$ cat config.mk
export PLATFORM = sky130hd
export DESIGN_NAME = push_button_session_tracker
export DESIGN_NICKNAME = d
export VERILOG_FILES = /design/src/rtl/pbst_pkg.sv /design/src/rtl/push_button_session_tracker.sv
export SDC_FILE = /design/constraint.sdc
export NUM_CORES = 2
export LEC_CHECK = 0
export BUFFER_PORTS_ARGS = -buffer_cell sky130_fd_sc_hd__buf_4
export CAP_MARGIN = 40
export CORE_MARGIN = 2
export CORE_UTILIZATION = 30
export DETAILED_ROUTE_END_ITERATION = 10
export SLEW_MARGIN = 10
export SYNTH_ARGS = -nofsm -noshare
export SYNTH_HDL_FRONTEND = slang
export SYNTH_SLANG_ARGS = --single-unit
export TNS_END_PERCENT = 5
$ cat constraint.sdc
create_clock -name clock -period 49.3 [get_ports clock]
set_input_delay 9.86 -clock clock [delete_from_list [all_inputs] [get_ports clock]]
set_output_delay 9.86 -clock clock [all_outputs]
set_load 0.01 [all_outputs]
$ cat src/rtl/pbst_pkg.sv
// Shared types, field layout and control store of the push-button session tracker.
// Depends on nothing; imported by the tracker, its port checker and the testbench.
package pbst_pkg;

   localparam int MAC_W      = 48;
   localparam int UUID_W     = 64;
   localparam int STAMP_W    = 32;
   localparam int WINDOW_W   = 16;
   localparam int KIND_W     = 2;
   localparam int STATUS_W   = 2;
   localparam int REQ_DATA_W = STAMP_W + MAC_W + 2 * UUID_W;
   localparam int RSP_DATA_W = MAC_W + 2 * UUID_W;

   localparam int NOW_LSB    = 0;
   localparam int MAC_LSB    = NOW_LSB + STAMP_W;
   localparam int UHI_LSB    = MAC_LSB + MAC_W;
   localparam int ULO_LSB    = UHI_LSB + UUID_W;

   localparam logic [WINDOW_W-1:0] WINDOW_RESET = 16'd120;

   typedef enum logic [KIND_W-1:0] {
      KIND_NOTE   = 2'd0,
      KIND_QUERY  = 2'd1,
      KIND_REMOVE = 2'd2,
      KIND_CLEAR  = 2'd3
   } kind_type;

   typedef enum logic [STATUS_W-1:0] {
      OVL_NONE  = 2'd0,
      OVL_ONE   = 2'd1,
      OVL_MULTI = 2'd2
   } status_type;

   typedef struct packed {
      logic [STAMP_W-1:0] stamp;
      logic [UUID_W-1:0]  uuid_lo;
      logic [UUID_W-1:0]  uuid_hi;
      logic [MAC_W-1:0]   mac;
   } entry_type;

   // Sequencer steps (control store addresses)
   typedef enum logic [3:0] {
      ST_IDLE,
      ST_LIST_INIT,
      ST_LIST_PRIME,
      ST_LIST_SCAN,
      ST_LIST_END,
      ST_QUERY_INIT,
      ST_QUERY_PRIME,
      ST_QUERY_FIRST,
      ST_QUERY_SECOND,
      ST_QUERY_OUT,
      ST_CLEAR
   } step_type;

   typedef enum logic [3:0] {
      A_NONE,
      A_INIT,
      A_ADVANCE,
      A_SCAN,
      A_COMMIT,
      A_Q_FIRST,
      A_Q_SECOND,
      A_Q_OUT,
      A_CLEAR
   } act_type;

   // Jump taken when the condition holds; otherwise the step repeats.
   typedef enum logic [1:0] {
      C_ALWAYS,
      C_DISPATCH,
      C_SCAN_END,
      C_OUT_FREE
   } cond_type;

   typedef struct packed {
      act_type  act;
      cond_type cond;
      step_type target;
   } ucode_type;

   function automatic ucode_type ucode_rom(step_type s);
      ucode_type w;
      case (s)
         ST_IDLE:         w = '{A_NONE,     C_DISPATCH, ST_IDLE};
         ST_LIST_INIT:    w = '{A_INIT,     C_ALWAYS,   ST_LIST_PRIME};
         ST_LIST_PRIME:   w = '{A_ADVANCE,  C_ALWAYS,   ST_LIST_SCAN};
         ST_LIST_SCAN:    w = '{A_SCAN,     C_SCAN_END, ST_LIST_END};
         ST_LIST_END:     w = '{A_COMMIT,   C_ALWAYS,   ST_IDLE};
         ST_QUERY_INIT:   w = '{A_INIT,     C_ALWAYS,   ST_QUERY_PRIME};
         ST_QUERY_PRIME:  w = '{A_ADVANCE,  C_ALWAYS,   ST_QUERY_FIRST};
         ST_QUERY_FIRST:  w = '{A_Q_FIRST,  C_ALWAYS,   ST_QUERY_SECOND};
         ST_QUERY_SECOND: w = '{A_Q_SECOND, C_ALWAYS,   ST_QUERY_OUT};
         ST_QUERY_OUT:    w = '{A_Q_OUT,    C_OUT_FREE, ST_IDLE};
         ST_CLEAR:        w = '{A_CLEAR,    C_ALWAYS,   ST_IDLE};
         default:         w = '{A_NONE,     C_ALWAYS,   ST_IDLE};
      endcase
      return w;
   endfunction

   function automatic step_type dispatch(kind_type k);
      step_type s;
      case (k)
         KIND_NOTE:   s = ST_LIST_INIT;
         KIND_REMOVE: s = ST_LIST_INIT;
         KIND_QUERY:  s = ST_QUERY_INIT;
         KIND_CLEAR:  s = ST_CLEAR;
         default:     s = ST_IDLE;
      endcase
      return s;
   endfunction

endpackage

$ cat src/rtl/push_button_session_tracker.sv
// Push-button session tracker: microcoded sequencer over a recency-ordered entry memory.
// Depends on pbst_pkg (field layout, step/action codes, control store).
//
// Usage:
//   req_* carries one item per transfer: kind in req_tuser, the request fields in
//   req_tdata. Note and remove items update the table; clear empties it; a query
//   gives one transfer on rsp_* with overlap_status in rsp_tuser and the newest
//   live entry in rsp_tdata. csr_* writes walk_window and is always ready.
//   The table is a circular memory of MAX_ENTRIES words (head pointer plus count),
//   walked one entry per cycle through its registered read port.
//   Steps, from the accept cycle back to req_tready:
//     note / remove: init, prime, scan, end - the scan
//       of the memory reads and compacts one entry per cycle.
//     query: init, prime, first, second, out; the result is loaded into the output register in out;
//     clear: the clear step alone.
//   Reset empties the table at once (count cleared, no memory pass) and sets
//   walk_window to 120. A stalled result stays in the output register while
//   the next item is taken; a following query waits for that register to drain.
module push_button_session_tracker #(
   parameter int MAX_ENTRIES = 16
) (
   input  logic                            clock,
   input  logic                            reset,
   input  logic                            req_tvalid,
   output logic                            req_tready,
   // now_seconds, station_mac, uuid_high, uuid_low
   input  logic [pbst_pkg::REQ_DATA_W-1:0] req_tdata,
   // kind
   input  logic [pbst_pkg::KIND_W-1:0]     req_tuser,
   output logic                            rsp_tvalid,
   input  logic                            rsp_tready,
   // found_mac, found_uuid_high, found_uuid_low
   output logic [pbst_pkg::RSP_DATA_W-1:0] rsp_tdata,
   // overlap_status
   output logic [pbst_pkg::STATUS_W-1:0]   rsp_tuser,
   input  logic                            csr_valid,
   output logic                            csr_ready,
   input  logic [pbst_pkg::WINDOW_W-1:0]   csr_data
);
   import pbst_pkg::*;

   localparam int AW = $clog2(MAX_ENTRIES);
   localparam int CW = $clog2(MAX_ENTRIES + 1);
   localparam int IW = $clog2(MAX_ENTRIES + 2);
   localparam int SW = IW + 1;
   localparam logic [SW-1:0] DEPTH_S  = SW'(MAX_ENTRIES);
   localparam logic [AW-1:0] LAST_A   = AW'(MAX_ENTRIES - 1);
   localparam logic [CW-1:0] DEPTH_C  = CW'(MAX_ENTRIES);
   localparam logic [CW-1:0] DEPTH_C1 = CW'(MAX_ENTRIES - 1);

   entry_type entry_mem [MAX_ENTRIES];

   step_type                step_ff, step_in;
   kind_type                kind_ff;
   logic [STAMP_W-1:0]      now_ff;
   logic [MAC_W-1:0]        mac_ff;
   logic [UUID_W-1:0]       uhi_ff, ulo_ff;
   logic [WINDOW_W-1:0]     window_ff;
   logic [AW-1:0]           head_ff, head_in;
   logic [CW-1:0]           cnt_ff, cnt_in;
   logic [IW-1:0]           i_ff, i_in;
   logic [CW-1:0]           w_ff, w_in;
   logic                    matched_ff, matched_in;
   logic                    live0_ff, live0_in;
   entry_type               rd_q_ff;
   logic [RSP_DATA_W-1:0]   found_ff, found_in;
   status_type              status_ff, status_in;
   logic                    rsp_valid_ff, rsp_valid_in;
   logic [RSP_DATA_W-1:0]   rsp_data_ff;
   status_type              rsp_status_ff;

   ucode_type               ctrl;
   logic                    req_acc, is_note, out_free, rsp_load;
   logic [STAMP_W-1:0]      limit_sum;
   logic                    stale, key_hit, skip, entry_ok, scan_end;
   logic [CW-1:0]           w_limit;
   logic [SW-1:0]           rd_sum, rd_wrap, wr_sum, wr_wrap;
   logic                    rd_ok;
   logic [AW-1:0]           head_dec;
   logic                    mem_we;
   logic [AW-1:0]           mem_waddr;
   entry_type               mem_wdata;

   assign ctrl       = ucode_rom(step_ff);
   assign req_tready = (step_ff == ST_IDLE);
   assign req_acc    = req_tvalid && req_tready;
   assign csr_ready  = 1'b1;
   assign is_note    = (kind_ff == KIND_NOTE);
   assign out_free   = !rsp_valid_ff || rsp_tready;

   // Entry under evaluation sits in rd_q_ff and has index i_ff - 1.
   assign limit_sum = rd_q_ff.stamp + STAMP_W'(window_ff);
   assign stale     = now_ff > limit_sum;
   assign key_hit   = (rd_q_ff.mac == mac_ff) &&
                      (!is_note || ((rd_q_ff.uuid_hi == uhi_ff) && (rd_q_ff.uuid_lo == ulo_ff)));
   assign skip      = key_hit && !matched_ff;
   assign entry_ok  = i_ff <= IW'(cnt_ff);
   assign w_limit   = is_note ? DEPTH_C1 : DEPTH_C;
   assign scan_end  = !entry_ok || (w_ff == w_limit) || (is_note && stale && !skip);

   // Circular addressing: logical slot k lives at head + k (mod depth)
   assign rd_sum   = SW'(head_ff) + SW'(i_ff);
   assign rd_wrap  = (rd_sum >= DEPTH_S) ? rd_sum - DEPTH_S : rd_sum;
   assign rd_ok    = rd_wrap < DEPTH_S;
   assign wr_sum   = SW'(head_ff) + SW'(w_ff);
   assign wr_wrap  = (wr_sum >= DEPTH_S) ? wr_sum - DEPTH_S : wr_sum;
   assign head_dec = (head_ff == '0) ? LAST_A : head_ff - 1'b1;

   // Next step
   always_comb begin
      case (ctrl.cond)
         C_ALWAYS:   step_in = ctrl.target;
         C_DISPATCH: step_in = req_acc ? dispatch(kind_type'(req_tuser)) : step_ff;
         C_SCAN_END: step_in = scan_end ? ctrl.target : step_ff;
         C_OUT_FREE: step_in = out_free ? ctrl.target : step_ff;
         default:    step_in = ST_IDLE;
      endcase
   end

   // Datapath controls decoded from the control word
   always_comb begin
      head_in    = head_ff;
      cnt_in     = cnt_ff;
      i_in       = i_ff;
      w_in       = w_ff;
      matched_in = matched_ff;
      live0_in   = live0_ff;
      found_in   = found_ff;
      status_in  = status_ff;
      rsp_load   = 1'b0;
      mem_we     = 1'b0;
      mem_waddr  = wr_wrap[AW-1:0];
      mem_wdata  = rd_q_ff;
      case (ctrl.act)
         A_INIT: begin
            i_in       = '0;
            w_in       = '0;
            matched_in = 1'b0;
         end
         A_ADVANCE: begin
            i_in = i_ff + 1'b1;
         end
         A_SCAN: begin
            // compaction: write slot never passes the slot being read
            if (!scan_end) begin
               i_in = i_ff + 1'b1;
               if (skip) begin
                  matched_in = 1'b1;
               end else begin
                  mem_we = 1'b1;
                  w_in   = w_ff + 1'b1;
               end
            end
         end
         A_COMMIT: begin
            if (is_note) begin
               mem_we    = 1'b1;
               mem_waddr = head_dec;
               mem_wdata = '{stamp: now_ff, uuid_lo: ulo_ff, uuid_hi: uhi_ff, mac: mac_ff};
               head_in   = head_dec;
               cnt_in    = w_ff + 1'b1;
            end else begin
               cnt_in = w_ff;
            end
         end
         A_Q_FIRST: begin
            i_in     = i_ff + 1'b1;
            live0_in = entry_ok && !stale;
            found_in = (entry_ok && !stale) ?
                       {rd_q_ff.uuid_lo, rd_q_ff.uuid_hi, rd_q_ff.mac} : '0;
         end
         A_Q_SECOND: begin
            if (!live0_ff) begin
               status_in = OVL_NONE;
            end else if (entry_ok && !stale) begin
               status_in = OVL_MULTI;
            end else begin
               status_in = OVL_ONE;
            end
         end
         A_Q_OUT: begin
            rsp_load = out_free;
         end
         A_CLEAR: begin
            cnt_in = '0;
         end
         default: begin
            rsp_load = 1'b0;
         end
      endcase
   end

   always_comb begin
      if (rsp_load) begin
         rsp_valid_in = 1'b1;
      end else if (rsp_tready) begin
         rsp_valid_in = 1'b0;
      end else begin
         rsp_valid_in = rsp_valid_ff;
      end
   end

   always_ff @(posedge clock) begin
      if (reset) begin
         step_ff      <= ST_IDLE;
         window_ff    <= WINDOW_RESET;
         head_ff      <= '0;
         cnt_ff       <= '0;
         i_ff         <= '0;
         w_ff         <= '0;
         matched_ff   <= 1'b0;
         live0_ff     <= 1'b0;
         rsp_valid_ff <= 1'b0;
      end else begin
         step_ff      <= step_in;
         head_ff      <= head_in;
         cnt_ff       <= cnt_in;
         i_ff         <= i_in;
         w_ff         <= w_in;
         matched_ff   <= matched_in;
         live0_ff     <= live0_in;
         rsp_valid_ff <= rsp_valid_in;
         if (csr_valid) begin
            window_ff <= csr_data;
         end
      end
   end

   always_ff @(posedge clock) begin
      found_ff  <= found_in;
      status_ff <= status_in;
      if (req_acc) begin
         kind_ff <= kind_type'(req_tuser);
         now_ff  <= req_tdata[NOW_LSB +: STAMP_W];
         mac_ff  <= req_tdata[MAC_LSB +: MAC_W];
         uhi_ff  <= req_tdata[UHI_LSB +: UUID_W];
         ulo_ff  <= req_tdata[ULO_LSB +: UUID_W];
      end
      if (rsp_load) begin
         rsp_data_ff   <= found_ff;
         rsp_status_ff <= status_ff;
      end
   end

   always_ff @(posedge clock) begin
      if (mem_we) begin
         entry_mem[mem_waddr] <= mem_wdata;
      end
      if (rd_ok) begin
         rd_q_ff <= entry_mem[rd_wrap[AW-1:0]];
      end
   end

   assign rsp_tvalid = rsp_valid_ff;
   assign rsp_tdata  = rsp_data_ff;
   assign rsp_tuser  = rsp_status_ff;

endmodule

==> impl_metrics.env <==
export IMPL_status="finished clean"
export IMPL_final_cell_mix="edfxtp_1, mux4_2, nand2_1"
export IMPL_ant_nets=0
export IMPL_avgSynthCellArea_um2=22.3
export IMPL_synth_area_um2=158000
export IMPL_cts_root_buf="clkbuf_16"
export IMPL_grt_start_max_net_pins=161
export IMPL_clk_pin_slew_ns=0.06
export IMPL_synth_top_area_share_pct=78.0
export IMPL_critPathArrivalTime_ns=2.12
export IMPL_final_common_cell="edfxtp_1"
export IMPL_gr_total_overflow=0
export IMPL_fin_tns_setup_ns=0
export IMPL_cp_buffers_inverters=2
export IMPL_instances_no_fill=15200
export IMPL_wl_per_cell_um=28.6
export IMPL_async_flop_share_pct=0
export IMPL_hold_depth=0
export IMPL_hold_start="found_ff[2]$_SDFFCE_PN0P_"
export IMPL_cts_tree="yes"
export IMPL_drt_initial_drc_count=8561
export IMPL_postCtsHoldBufs=0
export IMPL_die_h_um=729
export IMPL_rsz0062_at_grt="no"
export IMPL_cpLargestDelayFamily="buffers and inverters"
export IMPL_cp_slowest_cell="nor4_1"
export IMPL_cts_sinks=4154
export IMPL_worstRegToRegCells=24
export IMPL_ioPinCount=412
export IMPL_endpoint_kind="primary output"
export IMPL_critical_path_cell_chain="nor4_1, buf_4, buf_4"
export IMPL_setup_violations=0
export IMPL_dp_cells=14400
export IMPL_hold_viol_final=0
export IMPL_h_tree_depth=5
export IMPL_tightest_slew_ns=1.09
export IMPL_clockBufferDepth=4
export IMPL_routed_wl_um=434000
export IMPL_syn2layout_area_growth_pct=17.9
export IMPL_start_util_pct=30.1
export IMPL_worst_path_max_fanout=3
export IMPL_nets=8171
export IMPL_r2r_setup_slack_ns=39.42
export IMPL_finalMaxSlewViolations=0
export IMPL_synth_yosys_seq_area_share_pct=78.7
export IMPL_grt_pass1_vias=77600
export IMPL_antenna_found_initial=33
export IMPL_slew_headroom_pct=27.2
export IMPL_netlist_top_cells_area="edfxtp_1, mux4_2, nand2_1"
export IMPL_cts_buffers=424
export IMPL_synth_nets=7379
export IMPL_synth_seq_cells=4154
export IMPL_power_mw=10.0
export IMPL_worstPathRequired_ns=39.44
export IMPL_drtPass1Iterations=6
export IMPL_fin_crit_sh_pct=24.3
export IMPL_r2r_end="entry_mem[4][117]$_DFFE_PP_"
export IMPL_rows=266
export IMPL_core_area_um2=525000
export IMPL_yosysTopAreaCell="edfxtp_1"
export IMPL_drive_above_1_share_pct=29.0
export IMPL_die_w_um=729
export IMPL_io_buffers=410
export IMPL_hpwl_um=253000
export IMPL_finish_utilization_pct=35.5
export IMPL_path_common_cell="buf_4"
export IMPL_ys_warn_count=0
export IMPL_syn_inst=7077
export IMPL_grt_total_usage_pct=15.9
export IMPL_postCtsResizedCells=0
export IMPL_fin_skew_ns=0.143
export IMPL_route_vias_total=76300
export IMPL_remaining_drc_errors=0
export IMPL_via_per_inst=5.02
export IMPL_maxCapViolCount=0
export IMPL_period_minus_slack_ns=11.98
export IMPL_grt_pass1_wl_um=604000
export IMPL_hold_path_endpoint="rsp_tdata[2]$_DFFE_PP_"
export IMPL_hp_class="reg -> reg"
export IMPL_crit_path_max_incr_delay_ns=0.36
export IMPL_synth_edff_count=4102
export IMPL_yosysUniqueCellTypes=71
export IMPL_path_class="reg -> out"
export IMPL_max_freq_ghz=0.0835
export IMPL_power_density_nw_per_um2=53.8
export IMPL_dieArea_um2=532000
export IMPL_post_cts_buffers=0
export IMPL_fillers=48000
export IMPL_synth_flop_cell="edfxtp_1"
export IMPL_critical_path_depth=3
export IMPL_vdd_drop_max_uv=79.9
export IMPL_cp_start_kind="register"
export IMPL_leakage_nw=58.4
export IMPL_place_gp_congestion=0.793
export IMPL_clkLatencyLatePin_ns=1.06
export IMPL_timing_rr_start="rd_q_ff[179]$_DFFE_PN_"
-- flip-flops by register name (all words and copies together), names as in the netlist, 5 cells and up --
signal	flops
entry_mem	3328
rd_q_ff	208
found_ff	176
rsp_tdata	176
uhi_ff	64
ulo_ff	64
mac_ff	48
now_ff	32
window_ff	16
ctrl	10
cnt_ff	5
i_ff	5
w_ff	5
-- routing by layer --
layer  up-vias  track usage [%]  routed length (µm)
met5         -                0                  13
met4         2             4.45               12800
met3       562             2.41               30300
met2      3245             26.9              215000
met1     41700             21.4              176000
li1      30800                -                   -
-- per-stage QoR --
step / hold WS [ns] / setup WS [ns] / area [µm²]
4_1_cts: 0.379 / 37.20 / 186000
2_1_floorplan: 0.400 / 30.75 / 158000
3_5_place_dp: 0.405 / 36.58 / 172000
6_report: 0.395 / 37.32 / 186000
5_1_grt: 0.379 / 37.19 / 186000
3_3_place_gp: 0.411 / 36.68 / 170000
-- worst register-to-register path: cells and delay by family (launching register included) --
kind            cells  cell delay [ns]
buf+inv             6             2.69
simple gates        7             2.64
compound gates      8             2.77
flops               1             0.54
xor+xnor            1             0.17
fa+ha+maj           2             0.67
-- where the power goes --
| group | switching, mW | total [mW] | internal (mW) |
|---|---|---|---|
| Sequential | 0.185 | 4.73 | 4.54 |
| Combinational | 1.28 | 2.07 | 0.794 |
| Clock | 1.38 | 3.22 | 1.85 |
-- kinds of logic after synthesis --
| logic type | synth area share [%] |
|---|---|
| flops | 78.7 |
| mux | 15.0 |
| simple gates | 3.04 |
| buf+inv | 0.837 |
| xor+xnor | 1.15 |
| compound gates | 0.743 |
| fa+ha+maj | 0.577 |
| other cells | 0.00238 |
-- area by class of cell --
type / instances / area (µm²) / share of cell area, %
diodes: 9 / 22.5 / 0.0121
clock buffers: 506 / 11000 / 5.92
clock inverters: 267 / 2950 / 1.58
inverters: 40 / 158 / 0.0847
repair buffers: 677 / 6430 / 3.46
flip-flops and latches: 4154 / 124000 / 66.7
well taps: 6968 / 8720 / 4.68
multi-input cells: 2572 / 32600 / 17.5
-- worst max-delay path by stage --
stage / start / end
3_3_place_gp: req_tvalid / ctrl[7]$_DFF_P_
4_1_cts: step_ff[1]$_SDFFE_PP0N_ / req_tready
5_1_grt: step_ff[1]$_SDFFE_PP0N_ / req_tready
2_1_floorplan: rsp_tready / rsp_tdata[0]$_DFFE_PP_
6_report: step_ff[1]$_SDFFE_PP0N_ / req_tready
3_5_place_dp: rsp_tready / rsp_tdata[139]$_DFFE_PP_
-- synthesized netlist by cell type, drive strengths merged (11+ instances only) --
master / instances
edfxtp: 4102
mux4: 1040
nand2: 651
clkbuf: 247
and2: 184
xnor2: 135
nor2: 76
xor2: 73
ha: 68
buf: 64
dfxtp: 52
o21ai: 43
a21oi: 40
inv: 40
nand4: 38
nor4: 25
mux2i: 20
nand3: 20
nor2b: 13
a21o: 12
o211ai: 11
Note: power is estimated with default switching activity, not from simulation.
